**config.mk**
```make
export PLATFORM = sky130hd
export DESIGN_NAME = merge_sort_inversion_count_unit
export DESIGN_NICKNAME = d
export VERILOG_FILES = /design/src/rtl/core/msic_pkg.sv /design/src/rtl/core/msic_ram.sv /design/src/rtl/core/msic_merge_engine.sv /design/src/rtl/core/merge_sort_inversion_count_unit.sv
export SDC_FILE = /design/constraint.sdc
export NUM_CORES = 2
export LEC_CHECK = 0
export BUFFER_PORTS_ARGS = -buffer_cell sky130_fd_sc_hd__buf_2
export CORE_AREA = 5 5 717 719
export DETAILED_ROUTE_END_ITERATION = 16
export DIE_AREA = 0 0 722 724
export PLACE_DENSITY = 0.49
export SLEW_MARGIN = 20
export SYNTH_ARGS = -nofsm -noshare
export SYNTH_HDL_FRONTEND = slang
export SYNTH_SLANG_ARGS = --single-unit
```
**constraint.sdc**
```tcl
create_clock -name clock -period 7.9 [get_ports clock]
set_clock_uncertainty 0.05 [all_clocks]
set_input_delay 1.58 -clock clock [delete_from_list [all_inputs] [get_ports clock]]
set_output_delay 1.58 -clock clock [all_outputs]
set_load 0.01 [all_outputs]
```
**src/rtl/core/msic_pkg.sv**
```systemverilog
// ----------------------------------------------------------------------------
// msic_pkg
// Types and constants shared by the merge sort and inversion count unit.
// ----------------------------------------------------------------------------
package msic_pkg;

   localparam int DATA_W  = 32;
   localparam int COUNT_W = 11;

   typedef logic signed [DATA_W-1:0] data_type;
   typedef logic [COUNT_W-1:0]       count_type;

   // Status from the merge engine to the top level.
   typedef struct packed {
      logic done;
      logic src_sel;
   } sort_status_type;

endpackage

```
**src/rtl/core/msic_ram.sv**
```systemverilog
// ----------------------------------------------------------------------------
// msic_ram
// Generic single-write, single-read synchronous RAM with registered read data.
// ----------------------------------------------------------------------------
module msic_ram #(
   parameter int WIDTH = 32,
   parameter int DEPTH = 64,
   localparam int AW = (DEPTH > 1) ? $clog2(DEPTH) : 1
) (
   input  logic             clock,
   input  logic             we,
   input  logic [AW-1:0]    waddr,
   input  logic [WIDTH-1:0] wdata,
   input  logic [AW-1:0]    raddr,
   output logic [WIDTH-1:0] rdata
);

   logic [WIDTH-1:0] mem [DEPTH];
   logic [WIDTH-1:0] rdata_ff;

   always_ff @(posedge clock) begin
      if (we) begin
         mem[waddr] <= wdata;
      end
      rdata_ff <= mem[raddr];
   end

   assign rdata = rdata_ff;

endmodule

```
**src/rtl/core/msic_merge_engine.sv**
```systemverilog
// ----------------------------------------------------------------------------
// msic_merge_engine
// Bottom-up merge sequencer. Each pass reads runs from the source RAM, merges
// them into the other RAM and counts inversions; the RAMs swap every pass.
// ----------------------------------------------------------------------------
module msic_merge_engine #(
   parameter int MAX_ELEMENTS = 64,
   localparam int AW = $clog2(MAX_ELEMENTS),
   localparam int CW = $clog2(MAX_ELEMENTS + 1)
) (
   input  logic                     clock,
   input  logic                     reset,
   input  logic                     start,
   input  logic [CW-1:0]            count,
   input  msic_pkg::data_type       rdata,
   output logic [AW-1:0]            raddr,
   output logic                     we,
   output logic [AW-1:0]            waddr,
   output msic_pkg::data_type       wdata,
   output msic_pkg::count_type      inv_total,
   output msic_pkg::sort_status_type status
);

   import msic_pkg::*;

   localparam int PW = CW + 1;

   localparam logic [2:0] ST_IDLE     = 3'd0;
   localparam logic [2:0] ST_FETCH_L  = 3'd1;
   localparam logic [2:0] ST_FETCH_R  = 3'd2;
   localparam logic [2:0] ST_HEAD_R   = 3'd3;
   localparam logic [2:0] ST_MERGE    = 3'd4;
   localparam logic [2:0] ST_REFILL_L = 3'd5;
   localparam logic [2:0] ST_REFILL_R = 3'd6;

   logic [2:0]    state_ff, state_in;
   logic [CW-1:0] n_ff, n_in;
   logic [PW-1:0] width_ff, width_in;
   logic [PW-1:0] lo_ff, lo_in;
   logic [PW-1:0] i_ff, i_in;
   logic [PW-1:0] mid_ff, mid_in;
   logic [PW-1:0] j_ff, j_in;
   logic [PW-1:0] hi_ff, hi_in;
   logic [PW-1:0] k_ff, k_in;
   data_type      head_l_ff, head_l_in;
   data_type      head_r_ff, head_r_in;
   logic          src_sel_ff, src_sel_in;
   count_type     inv_ff, inv_in;
   logic          done_ff, done_in;

   logic [PW-1:0] seg_n, seg_lo, seg_w, seg_mid, seg_hi;
   logic [PW-1:0] next_lo, next_w, lo_plus_w, lo_plus_2w;
   logic          take_right;

   assign next_lo = lo_ff + (width_ff << 1);
   assign next_w  = width_ff << 1;

   // Bounds of the next pair of runs, clipped to the element count.
   always_comb begin
      seg_n = (state_ff == ST_IDLE) ? {1'b0, count} : {1'b0, n_ff};
      if (state_ff == ST_IDLE) begin
         seg_lo = '0;
         seg_w  = PW'(1);
      end else if (next_lo < seg_n) begin
         seg_lo = next_lo;
         seg_w  = width_ff;
      end else begin
         seg_lo = '0;
         seg_w  = next_w;
      end
      lo_plus_w  = seg_lo + seg_w;
      lo_plus_2w = seg_lo + (seg_w << 1);
      seg_mid    = (lo_plus_w < seg_n) ? lo_plus_w : seg_n;
      seg_hi     = (lo_plus_2w < seg_n) ? lo_plus_2w : seg_n;
   end

   // Ties take the left element, so equal pairs never count.
   assign take_right = (j_ff < hi_ff) && ((i_ff >= mid_ff) || (head_l_ff > head_r_ff));

   always_comb begin
      state_in   = state_ff;
      n_in       = n_ff;
      width_in   = width_ff;
      lo_in      = lo_ff;
      i_in       = i_ff;
      mid_in     = mid_ff;
      j_in       = j_ff;
      hi_in      = hi_ff;
      k_in       = k_ff;
      head_l_in  = head_l_ff;
      head_r_in  = head_r_ff;
      src_sel_in = src_sel_ff;
      inv_in     = inv_ff;
      done_in    = 1'b0;
      we         = 1'b0;
      waddr      = k_ff[AW-1:0];
      wdata      = take_right ? head_r_ff : head_l_ff;
      raddr      = i_ff[AW-1:0];

      unique case (state_ff)
         ST_IDLE: begin
            if (start) begin
               n_in       = count;
               inv_in     = '0;
               src_sel_in = 1'b0;
               if (count > CW'(1)) begin
                  lo_in    = seg_lo;
                  width_in = seg_w;
                  i_in     = seg_lo;
                  mid_in   = seg_mid;
                  j_in     = seg_mid;
                  hi_in    = seg_hi;
                  k_in     = seg_lo;
                  state_in = ST_FETCH_L;
               end else begin
                  done_in = 1'b1;
               end
            end
         end
         ST_FETCH_L: begin
            raddr    = i_ff[AW-1:0];
            state_in = ST_FETCH_R;
         end
         ST_FETCH_R: begin
            raddr     = j_ff[AW-1:0];
            head_l_in = rdata;
            state_in  = ST_HEAD_R;
         end
         ST_HEAD_R: begin
            head_r_in = rdata;
            state_in  = ST_MERGE;
         end
         ST_MERGE: begin
            we   = 1'b1;
            k_in = k_ff + PW'(1);
            if (take_right) begin
               j_in     = j_ff + PW'(1);
               raddr    = j_in[AW-1:0];
               inv_in   = inv_ff + count_type'(mid_ff - i_ff);
               state_in = ST_REFILL_R;
            end else begin
               i_in     = i_ff + PW'(1);
               raddr    = i_in[AW-1:0];
               state_in = ST_REFILL_L;
            end
            if (k_ff + PW'(1) == hi_ff) begin
               // The pair of runs is finished: move on or end the pass.
               if (next_lo >= {1'b0, n_ff}) begin
                  src_sel_in = ~src_sel_ff;
               end
               if ((next_lo < {1'b0, n_ff}) || (next_w < {1'b0, n_ff})) begin
                  lo_in    = seg_lo;
                  width_in = seg_w;
                  i_in     = seg_lo;
                  mid_in   = seg_mid;
                  j_in     = seg_mid;
                  hi_in    = seg_hi;
                  k_in     = seg_lo;
                  state_in = ST_FETCH_L;
               end else begin
                  done_in  = 1'b1;
                  state_in = ST_IDLE;
               end
            end
         end
         ST_REFILL_L: begin
            head_l_in = rdata;
            state_in  = ST_MERGE;
         end
         ST_REFILL_R: begin
            head_r_in = rdata;
            state_in  = ST_MERGE;
         end
         default: begin
            state_in = ST_IDLE;
         end
      endcase
   end

   always_ff @(posedge clock) begin
      if (reset) begin
         state_ff   <= ST_IDLE;
         src_sel_ff <= 1'b0;
         inv_ff     <= '0;
         done_ff    <= 1'b0;
      end else begin
         state_ff   <= state_in;
         src_sel_ff <= src_sel_in;
         inv_ff     <= inv_in;
         done_ff    <= done_in;
      end
   end

   always_ff @(posedge clock) begin
      n_ff      <= n_in;
      width_ff  <= width_in;
      lo_ff     <= lo_in;
      i_ff      <= i_in;
      mid_ff    <= mid_in;
      j_ff      <= j_in;
      hi_ff     <= hi_in;
      k_ff      <= k_in;
      head_l_ff <= head_l_in;
      head_r_ff <= head_r_in;
   end

   assign inv_total      = inv_ff;
   assign status.done    = done_ff;
   assign status.src_sel = src_sel_ff;

endmodule

```
**src/rtl/core/merge_sort_inversion_count_unit.sv**
```systemverilog
// Loading accepts one transfer per cycle, and input is stalled while a set is
// sorted or streamed out; the item marked last starts the sort. Sorting n
// elements takes ceil(log2(n)) merge passes, each paced by the single read
// port of the source RAM. Each result is read, loaded into the output
// register and then held until it is taken, before the next one is read.
// Synchronous reset clears the control state only.
// ----------------------------------------------------------------------------
// merge_sort_inversion_count_unit
// Collects a set of signed values, merge-sorts it in two ping-pong RAMs while
// counting inversions, then streams the sorted values with the count.
// ----------------------------------------------------------------------------
module merge_sort_inversion_count_unit #(
   parameter int MAX_ELEMENTS = 64
) (
   input  logic                 clock,
   input  logic                 reset,
   input  logic                 req_valid,
   output logic                 req_stall,
   input  msic_pkg::data_type   req_value_in,
   input  logic                 req_last_in,
   output logic                 rsp_valid,
   input  logic                 rsp_stall,
   output msic_pkg::data_type   rsp_sorted_value,
   output msic_pkg::count_type  rsp_inversion_count,
   output logic                 rsp_last_out
);

   import msic_pkg::*;

   localparam int AW = $clog2(MAX_ELEMENTS);
   localparam int CW = $clog2(MAX_ELEMENTS + 1);

   localparam logic [2:0] T_LOAD     = 3'd0;
   localparam logic [2:0] T_SORT     = 3'd1;
   localparam logic [2:0] T_OUT_RD   = 3'd2;
   localparam logic [2:0] T_OUT_LD   = 3'd3;
   localparam logic [2:0] T_OUT_WAIT = 3'd4;

   logic [2:0]    state_ff, state_in;
   logic [CW-1:0] fill_ff, fill_in;
   logic [AW-1:0] out_idx_ff, out_idx_in;
   logic          rsp_valid_ff, rsp_valid_in;
   data_type      rsp_value_ff, rsp_value_in;
   count_type     rsp_count_ff, rsp_count_in;
   logic          rsp_last_out_ff, rsp_last_out_in;

   logic          req_take, has_room, load_we, sort_start;
   logic [CW-1:0] fill_next;

   logic            eng_we;
   logic [AW-1:0]   eng_waddr, eng_raddr;
   data_type        eng_wdata;
   count_type       eng_inv;
   sort_status_type eng_status;

   logic            ram_a_we, ram_b_we;
   logic [AW-1:0]   ram_a_waddr, ram_raddr;
   data_type        ram_a_wdata, rd_a, rd_b, rd_src;

   assign req_stall = (state_ff != T_LOAD);
   assign req_take  = req_valid && !req_stall;
   assign has_room  = fill_ff < CW'(MAX_ELEMENTS);
   assign load_we   = req_take && has_room;
   assign fill_next = load_we ? fill_ff + CW'(1) : fill_ff;
   assign sort_start = req_take && req_last_in;

   // Loads go to RAM A; during a pass the engine writes whichever RAM is not
   // the source of that pass.
   assign ram_a_we    = load_we || (eng_we && eng_status.src_sel);
   assign ram_b_we    = eng_we && !eng_status.src_sel;
   assign ram_a_waddr = (state_ff == T_LOAD) ? fill_ff[AW-1:0] : eng_waddr;
   assign ram_a_wdata = (state_ff == T_LOAD) ? req_value_in : eng_wdata;
   assign ram_raddr   = (state_ff == T_SORT) ? eng_raddr : out_idx_ff;
   assign rd_src      = eng_status.src_sel ? rd_b : rd_a;

   msic_ram #(
      .WIDTH (DATA_W),
      .DEPTH (MAX_ELEMENTS)
   ) u_ram_a (
      .clock (clock),
      .we    (ram_a_we),
      .waddr (ram_a_waddr),
      .wdata (ram_a_wdata),
      .raddr (ram_raddr),
      .rdata (rd_a)
   );

   msic_ram #(
      .WIDTH (DATA_W),
      .DEPTH (MAX_ELEMENTS)
   ) u_ram_b (
      .clock (clock),
      .we    (ram_b_we),
      .waddr (eng_waddr),
      .wdata (eng_wdata),
      .raddr (ram_raddr),
      .rdata (rd_b)
   );

   msic_merge_engine #(
      .MAX_ELEMENTS (MAX_ELEMENTS)
   ) u_engine (
      .clock     (clock),
      .reset     (reset),
      .start     (sort_start),
      .count     (fill_next),
      .rdata     (rd_src),
      .raddr     (eng_raddr),
      .we        (eng_we),
      .waddr     (eng_waddr),
      .wdata     (eng_wdata),
      .inv_total (eng_inv),
      .status    (eng_status)
   );

   always_comb begin
      state_in        = state_ff;
      fill_in         = fill_ff;
      out_idx_in      = out_idx_ff;
      rsp_valid_in    = rsp_valid_ff;
      rsp_value_in    = rsp_value_ff;
      rsp_count_in    = rsp_count_ff;
      rsp_last_out_in = rsp_last_out_ff;

      unique case (state_ff)
         T_LOAD: begin
            fill_in = fill_next;
            if (sort_start) begin
               out_idx_in = '0;
               state_in   = T_SORT;
            end
         end
         T_SORT: begin
            if (eng_status.done) begin
               state_in = T_OUT_RD;
            end
         end
         T_OUT_RD: begin
            state_in = T_OUT_LD;
         end
         T_OUT_LD: begin
            rsp_value_in    = rd_src;
            rsp_count_in    = eng_inv;
            rsp_last_out_in = (CW'(out_idx_ff) + CW'(1) == fill_ff);
            rsp_valid_in    = 1'b1;
            state_in        = T_OUT_WAIT;
         end
         T_OUT_WAIT: begin
            if (!rsp_stall) begin
               rsp_valid_in = 1'b0;
               if (rsp_last_out_ff) begin
                  fill_in  = '0;
                  state_in = T_LOAD;
               end else begin
                  out_idx_in = out_idx_ff + AW'(1);
                  state_in   = T_OUT_RD;
               end
            end
         end
         default: begin
            state_in = T_LOAD;
         end
      endcase
   end

   always_ff @(posedge clock) begin
      if (reset) begin
         state_ff     <= T_LOAD;
         fill_ff      <= '0;
         out_idx_ff   <= '0;
         rsp_valid_ff <= 1'b0;
      end else begin
         state_ff     <= state_in;
         fill_ff      <= fill_in;
         out_idx_ff   <= out_idx_in;
         rsp_valid_ff <= rsp_valid_in;
      end
   end

   always_ff @(posedge clock) begin
      rsp_value_ff    <= rsp_value_in;
      rsp_count_ff    <= rsp_count_in;
      rsp_last_out_ff <= rsp_last_out_in;
   end

   assign rsp_valid           = rsp_valid_ff;
   assign rsp_sorted_value    = rsp_value_ff;
   assign rsp_inversion_count = rsp_count_ff;
   assign rsp_last_out        = rsp_last_out_ff;

endmodule

```
Word level (Yosys, flattened, before mapping)
Memory sizes are Yosys's and may differ from the RTL's. A register that Yosys moved wholly into a read port is not among the register bits.
Index checks and enable logic that the tools add are counted.
Widths: inputs -> output; s select.
{"block": "word_totals", "wordCells": 182, "output_inout_bits": 46, "mem_count": 2, "input_bits": 37, "mem_bits_ro": 0, "mem_bits_rw": 4096, "latch_bits": 0, "ff_bits": 204}
{"memory": "u_ram_a.mem", "depth": 64, "word_bits": 32, "rd": 1, "rd_ports_with_merged_regs": 1, "wr": 1, "line": "msic_ram.sv:18", "rtl": "logic [WIDTH-1:0] mem [DEPTH];"}
{"memory": "u_ram_b.mem", "depth": 64, "word_bits": 32, "rd": 1, "rd_ports_with_merged_regs": 1, "wr": 1, "line": "msic_ram.sv:18"}
{"block": "op_classes", "eq_ne": 23, "add_sub_neg": 11, "n_bitwise": 1, "n_mux": 83, "div": 0, "reduce_logical": 30, "shift": 0, "mul": 0, "n_lt_le_gt_ge": 11}
{"operator": "$mux 8", "n": 30}
{"operator": "$pmux 8 s2", "n": 7}
{"operator": "$mux 32", "n": 3}
{"operator": "$mux 6", "n": 6}
{"operator": "$gt 32x32->1", "n": 1}
{"operator": "$lt 8x8->1", "n": 4}
{"operator": "$pmux 3 s5", "n": 2}
{"operator": "$mux 7", "n": 4}
{"operator": "$add 8x1->8 const B", "n": 3}
{"operator": "$add 8x8->8", "n": 3}
{"operator": "$pmux 6 s2", "n": 2}
{"operator": "$mux 11", "n": 2}
{"operator": "$pmux 11 s2", "n": 1}
{"operator": "$mux 3", "n": 6}
{"operator": "$lt 8x7->1", "n": 2}
{"operator": "$mux 1", "n": 14}
{"operator": "$pmux 7 s2", "n": 1}
{"operator": "$eq 3x2->1 const B", "n": 4}
{"operator": "$eq 3x3->1 const B", "n": 4}
{"operator": "$ne 2x2->1 const B", "n": 6}
{"operator": "$reduce_and 3->1", "n": 4}
{"operator": "$add 11x11->11", "n": 1}
{"operator": "$ne 2x1->1 const B", "n": 5}
{"operator": "$sub 8x8->9", "n": 1}
{"operator": "other kinds (24)", "n": 43}

Longest topological paths before layout
{"block": "depth", "ltp_word": 15, "ltp_mapped": 33, "ltp_nobuf": 30}

By module
From an unflattened synthesis, not the netlist that was laid out.
{"block": "unflattened", "cells_unflattened": 7992, "hier_area_um2": 170295.8}
{"module": "msic_ram at u_ram_a", "seq_area_each_um2": 62139.6, "cells_each": 3324, "area_per_inst_um2": 78520.3, "instances": 1}
{"module": "msic_ram at u_ram_b", "seq_area_each_um2": 62139.6, "cells_each": 3324, "area_per_inst_um2": 78515.3, "instances": 1}
{"module": "msic_merge_engine", "seq_area_each_um2": 4134.0, "cells_each": 986, "area_per_inst_um2": 9875.7, "instances": 1}
{"module": "merge_sort_inversion_count_unit", "seq_area_each_um2": 1661.6, "cells_each": 358, "area_per_inst_um2": 3384.5, "instances": 1}

Least setup slack after synthesis
No wires, ideal clock.
{"block": "synth_path", "kind": "input -> register", "start": "input req_valid", "end": "register u_engine.j_ff[6], data pin", "slack_ps": 485, "required_time_ps": 7583, "stages": 28, "setup_time_ps": 267, "t_arrival_ps": 7098, "n_path_buf": 2, "path_cell_list": "nand2_1 > nor2_1 > mux2_2 > a21oi_1 > ha_1 > a21o_1 > maj3_2 > a2111oi_4 > or2_1 > buf_2 > buf_1 > nand2_1 > nand2_1 > ha_1 > inv_1 > fa_1 > inv_1 > ha_1 > o21a_1 > o21ai_0 > o21ai_0 > a21o_1 > a211oi_1 > nor2_1 > nor3_4 > mux2_2 > nor2_1 > a21oi_2"}
{"block": "synth_between", "elab_chain_len": 13, "word_cells_on_any_way": 17, "classes_between": "add/sub (1); order compare (2); mux (12); reduce/logical (2)"}
{"item": "from (decl)", "line": "merge_sort_inversion_count_unit.sv:17", "rtl": "input logic req_valid,"}
{"item": "$logic_and 1x1->1 *", "line": "merge_sort_inversion_count_unit.sv:61", "rtl": "assign req_take = req_valid && !req_stall;"}
{"item": "$logic_and 1x1->1 *", "line": "merge_sort_inversion_count_unit.sv:63", "rtl": "assign load_we = req_take && has_room;"}
{"item": "$mux 7 *", "line": "merge_sort_inversion_count_unit.sv:64", "rtl": "assign fill_next = load_we ? fill_ff + CW'(1) : fill_ff;"}
{"item": "named net fill_next[1]", "line": "merge_sort_inversion_count_unit.sv:48", "rtl": "logic [CW-1:0] fill_next;"}
{"item": "$mux 7 *", "line": "msic_merge_engine.sv:60", "rtl": "seg_n = (state_ff == ST_IDLE) ? {1'b0, count} : {1'b0, n_ff};"}
{"item": "$lt 8x8->1 *", "line": "msic_merge_engine.sv:64", "rtl": "end else if (next_lo < seg_n) begin"}
{"item": "$mux 8 *", "line": "msic_merge_engine.sv:64"}
{"item": "$mux 8 *", "line": "msic_merge_engine.sv:61", "rtl": "if (state_ff == ST_IDLE) begin"}
{"item": "named net u_engine.seg_w[0]", "line": "msic_merge_engine.sv:51", "rtl": "logic [PW-1:0] seg_n, seg_lo, seg_w, seg_mid, seg_hi;"}
{"item": "$add 8x8->8 *", "line": "msic_merge_engine.sv:71", "rtl": "lo_plus_w = seg_lo + seg_w;"}
{"item": "$lt 8x8->1", "line": "msic_merge_engine.sv:73", "rtl": "seg_mid = (lo_plus_w < seg_n) ? lo_plus_w : seg_n;"}
{"item": "$mux 8 *", "line": "msic_merge_engine.sv:73"}
{"item": "$mux 8, on equally long branches", "line": "msic_merge_engine.sv:151, msic_merge_engine.sv:106"}
{"item": "$mux 8, on equally long branches", "line": "msic_merge_engine.sv:146, msic_merge_engine.sv:102"}
{"item": "$pmux 8 s2 *", "line": "msic_merge_engine.sv:100", "rtl": "unique case (state_ff)"}
{"item": "named net u_engine.j_in[6]", "line": "msic_merge_engine.sv:42", "rtl": "logic [PW-1:0] j_ff, j_in;"}
{"item": "to (signal assigned)", "line": "msic_merge_engine.sv:200", "rtl": "j_ff <= j_in;"}
{"item": "to (decl)", "line": "msic_merge_engine.sv:42"}
Mark *: on every way through the listed nets, which the timed path passes. The rest lies on a longest branch. The select of a mux whose other input is x is not followed.
A chain may end at the register's enable or synchronous reset.

Worst setup path in the final report
{"block": "layout_path", "start": "register state_ff[2]", "end": "register u_engine.j_ff[1], data pin"}
{"block": "layout_between", "elab_chain_len": 15, "word_cells_on_any_way": 19, "classes_between": "add/sub (1); order compare (2); mux (12); reduce/logical (4)"}
{"item": "from (decl)", "line": "merge_sort_inversion_count_unit.sv:39", "rtl": "logic [2:0] state_ff, state_in;"}
{"item": "from (signal assigned)", "line": "merge_sort_inversion_count_unit.sv:173", "rtl": "state_ff <= state_in;"}
{"item": "$reduce_bool 3->1 *", "line": "merge_sort_inversion_count_unit.sv:60", "rtl": "assign req_stall = (state_ff != T_LOAD);"}
{"item": "$logic_not 1->1 *", "line": "merge_sort_inversion_count_unit.sv:61"}
{"item": "$logic_and 1x1->1 *", "line": "merge_sort_inversion_count_unit.sv:61"}
{"item": "$logic_and 1x1->1 *", "line": "merge_sort_inversion_count_unit.sv:63"}
{"item": "$mux 7 *", "line": "merge_sort_inversion_count_unit.sv:64"}
{"item": "named net fill_next[1]", "line": "merge_sort_inversion_count_unit.sv:48"}
{"item": "$mux 7 *", "line": "msic_merge_engine.sv:60"}
{"item": "$lt 8x8->1 *", "line": "msic_merge_engine.sv:64"}
{"item": "[2 not listed]"}
{"item": "named net u_engine.seg_w[0]", "line": "msic_merge_engine.sv:51"}
{"item": "$add 8x8->8 *", "line": "msic_merge_engine.sv:71"}
{"item": "$lt 8x8->1", "line": "msic_merge_engine.sv:73"}
{"item": "$mux 8 *", "line": "msic_merge_engine.sv:73"}
{"item": "$mux 8, on equally long branches", "line": "msic_merge_engine.sv:151, msic_merge_engine.sv:106"}
{"item": "$mux 8, on equally long branches", "line": "msic_merge_engine.sv:146, msic_merge_engine.sv:102"}
{"item": "$pmux 8 s2 *", "line": "msic_merge_engine.sv:100"}
{"item": "named net u_engine.j_in[1]", "line": "msic_merge_engine.sv:42"}
Marks and branches as above.

==> out/results.txt <==
The register bit total from synthesis came out at 4364. The count of endpoints failing hold in the final timing report came out at 0. The worst setup path is captured at a flip-flop.

The chip height works out to 724 um. The min-delay analysis places its worst path in the category reg2reg. The area added between synthesis and finish came out at 15.3%.

Grouping stages by cell kind, the critical path spends the most delay in compound AO/OA/AOI/OAI gates. The number of slew-limit violations in the final report was 0; the average wire length per cell after detail routing was 32.9 um. The post-layout net count came out at 12762. The maximum number of pins on one net before global-route repair is 92.

Static timing analysis puts the maximum clock frequency at 0.153 GHz. Leaving out fill and tap cells, the most frequent cell in the layout is edfxtp_1. The run gives 51.4 mW as the overall power after layout.

For the worst hold margin, the log shows 419 ps. The TritonCTS buffer count is 450, and the measured slew at the worst slew-check pin is 1210 ps. The first global-routing pass estimated 893 mm of wire. Root buffer selected by CTS: clkbuf_16. The filler cells instantiated in the layout total 46367. The width of the chip was 722 um.

The clock tree synthesis step divided the H-tree into 5 levels. The logs give 0 for the number of buffers inserted to repair setup after CTS and 4 for the largest buffer count on any clock path. A synthesized cell averages 14.4 sq um. The first-pass iteration count of the detailed router is 5. Routability-driven placement finished with a final weighted congestion of 0.856. After legalization and detailed placement, the total HPWL measured 388 mm.

The path depth of the worst reg2reg path is 29. The portion of the clock cycle consumed by the worst path in the final layout works out to 0.825. For the final routed database, the setup TNS stands at 0 ps. The detail route stage leaves a number of antenna-violating nets equal to 0. The worst-case setup slack after placement is 448 ps. In this run the critical register-to-register path is launched from state_ff[2]$_SDFFE_PP0P_.

The area share of the largest cell type after synthesis came out at 0.725. For the starting density of the core, the log shows 0.349. The detailed router placed 114909 vias in this run. The total overflow left after global routing is 0. The fraction of registers with async set or reset after synthesis was 0.

Of all cell types, the one taking the most synthesized area is edfxtp_1. The delay contributed by the slowest stage of the critical path was 550 ps; the number of global-route vias before repair was 108627. The number of antenna violations at the first check in global routing came out at 65.

Across the run, the number of max-cap violations was 0. In this run, post-CTS hold repair placed 0 buffers. The flow ran to the end, and the final reports show no timing, DRC or antenna violations. Together, buffers and inverters on the worst path number 4.

The tools report the area inside the core boundary as 0.507 sq mm. For the register-to-register setup slack, the log shows 1380 ps. The total power divided by cell area works out to 252 mW/mm^2. The count of port buffers added during placement works out to 82.

The largest fanout on the critical path was 17; the clock transition at the registers of the reported paths was 60 ps. Number of resized instances in the post-cts repair step: 0. For the worst setup path, the data arrival time is 7290 ps.

Setup violations remaining at the end of the flow were counted as 0. The classification of the worst setup path is reg2reg. Setup repair after global routing left no endpoint under its margin. The logs give 1020 ps for the clock insertion delay at the later pin of the skew report and 0.213 mV for the maximum vdd drop. For this block, the routed nets add up to 651 mm of wire. The sequential element share of the synthesized area is 0.736, and the overall routing resource usage is 0.241.

The die covers 0.523 sq mm. Synthesis instantiated 95 different standard cells from the library. The area taken by flip-flops and latches was 0.130 sq mm; the share of post-route cells with drive strength above 1 was 0.140. Clock tree synthesis found a total of 4364 sinks.

The relative slew slack was 0.192. The area of combinational cells with multiple inputs came out at 0.0439 sq mm. For the total leakage power, the log shows 66.6 nW. By area the synthesized netlist is led by edfxtp_1, nand2_1, nand3_1. The worst hold path begins at u_engine.inv_total[10]$_SDFFE_PP0P_.

STA puts the critical path data required time at 8670 ps. TritonCTS built the clock tree. Worst-case setup margin in the final layout: 1380 ps. After detailed routing, the number of vias per cell comes to 5.81.

The worst register-to-register path ends at u_engine.j_ff[1]$_DFFE_PP_. The netlist area before placement was 0.177 sq mm; the cell count of the worst hold path was 0. The tools report the number of ports placed on the die boundary as 83. For this run, the leading register cell type out of synthesis is edfxtp_1.

After detailed routing, the number of remaining DRC violations is 0. After detailed placement, the total cell area comes to 0.189 sq mm. The path with the worst hold slack has its endpoint at rsp_inversion_count[10]$_DFFE_PP_. The cell row count is 262.

Synthesis handed over a netlist of 12291 instances. Finished layout cell area: 0.204 sq mm. The library cells used most frequently in the layout, excluding fill and tap cells, are edfxtp_1, nand2_1, nand3_1.

For this block, the initial DRC count from the detailed router was 15240. Number of enable-type register cells in the synthesized netlist: 4267. The largest individual stage delay along the critical path comes from the cell fa_1. Critical path launch point type: a flip-flop.

The final critical-path required period works out to 6520 ps. Count of warnings emitted by yosys: 0.
[flip-flops by register name, summed over array words and instances, names as in the netlist, 6 cells and up]
register             count
rsp_sorted_value        32
u_engine.lo_ff           8
u_ram_a.rdata           32
u_engine.k_ff            8
rsp_inversion_count     11
u_engine.j_ff            8
u_ram_b.rdata           32
u_engine.head_l_ff      32
out_idx_ff               6
u_engine.hi_ff           8
u_engine.mid_ff          8
fill_ff                  7
u_engine.inv_total      11
u_engine.head_r_ff      32
u_ram_a.mem           2048
u_engine.width_ff        8
u_engine.n_ff            7
u_engine.i_ff            8
u_ram_b.mem           2048
[through the flow]
stage / util / std cells
final: 0.402 / 19768
after floorplan: - / 12293
after global placement: 0.372 / 18870
after detailed placement: 0.373 / 18885
after CTS: 0.401 / 19714
after global routing: 0.402 / 19740
[Yosys cell counts, types with 48 or more instances]
cell	number
nand2_1	2576
buf_4	78
o221ai_1	48
a211oi_1	368
xnor2_1	56
inv_1	96
a311oi_1	324
and3_1	189
buf_2	371
a21oi_1	197
a31oi_1	196
edfxtp_1	4267
o21ai_0	121
dfxtp_1	97
nor2_1	343
and4_1	194
mux4_2	118
clkbuf_1	316
mux2i_1	376
buf_1	56
o22ai_1	71
nand3_1	1056
mux2_2	60
ha_1	109
[worst reg2reg max path: cells and delay by family (launching register included)]
kind | cells | cell delay (ps)
AOI/OAI and AO/OA | 9 | 1740
adders and majority gates | 5 | 1610
buffers and inverters | 4 | 480
DFF | 1 | 440
muxes | 2 | 640
and+or+nand+nor | 9 | 1370
[power by group]
group / internal [mW] / total (mW) / leakage (nW) / switching, mW
clock: 11.9 / 21.1 / 7.02 / 9.14
sequential: 25.8 / 26.0 / 39.2 / 0.205
combinational: 1.15 / 4.26 / 20.4 / 3.11
[layout make-up]
cell class              instances  share of cell area
flip-flops and latches       4364               0.638
diodes                         48            0.000589
clock inverters               211              0.0104
inverters                      96             0.00177
repair buffers                731              0.0322
clock buffers                 618              0.0601
well taps                    6732              0.0413
multi-input cells            6968               0.215
[worst max-delay path by stage]
| stage | start | to | slack [ps] | cells after the start |
|---|---|---|---|---|
| after floorplan | req_valid | u_engine.j_ff[6]$_DFFE_PP_ | 490 | 28 |
| after global placement | req_valid | u_engine.j_ff[6]$_DFFE_PP_ | 120 | 28 |
| after detailed placement | req_valid | u_engine.j_ff[1]$_DFFE_PP_ | 450 | 29 |
| after CTS | u_engine.width_ff[0]$_DFFE_PP_ | u_engine.j_ff[1]$_DFFE_PP_ | 1340 | 27 |
| after global routing | state_ff[2]$_SDFFE_PP0P_ | u_engine.j_ff[1]$_DFFE_PP_ | 770 | 31 |
| final | state_ff[2]$_SDFFE_PP0P_ | u_engine.j_ff[1]$_DFFE_PP_ | 1380 | 29 |
[layer usage]
metal  global-route usage  wire length (um)
met1                0.337            271000
met2                0.373            293000
met3               0.0481             61600
met4               0.0856             25300
met5                    0               159
[logic make-up (layout without fill, tap and decap cells)]
family	after synthesis	in the layout	share of synthesized area
AND/OR/NAND/NOR	4522	4522	0.114
AO/OA/AOI/OAI	1699	1699	0.0713
other	1	51	0.0000212
adder cells (fa/ha/maj)	115	115	0.00834
flip-flops	4364	4364	0.736
buffers and inverters	961	1656	0.0266
XOR/XNOR	75	75	0.00376
multiplexers	554	554	0.0401
No activity file was read; power rests on OpenSTA's default activity.
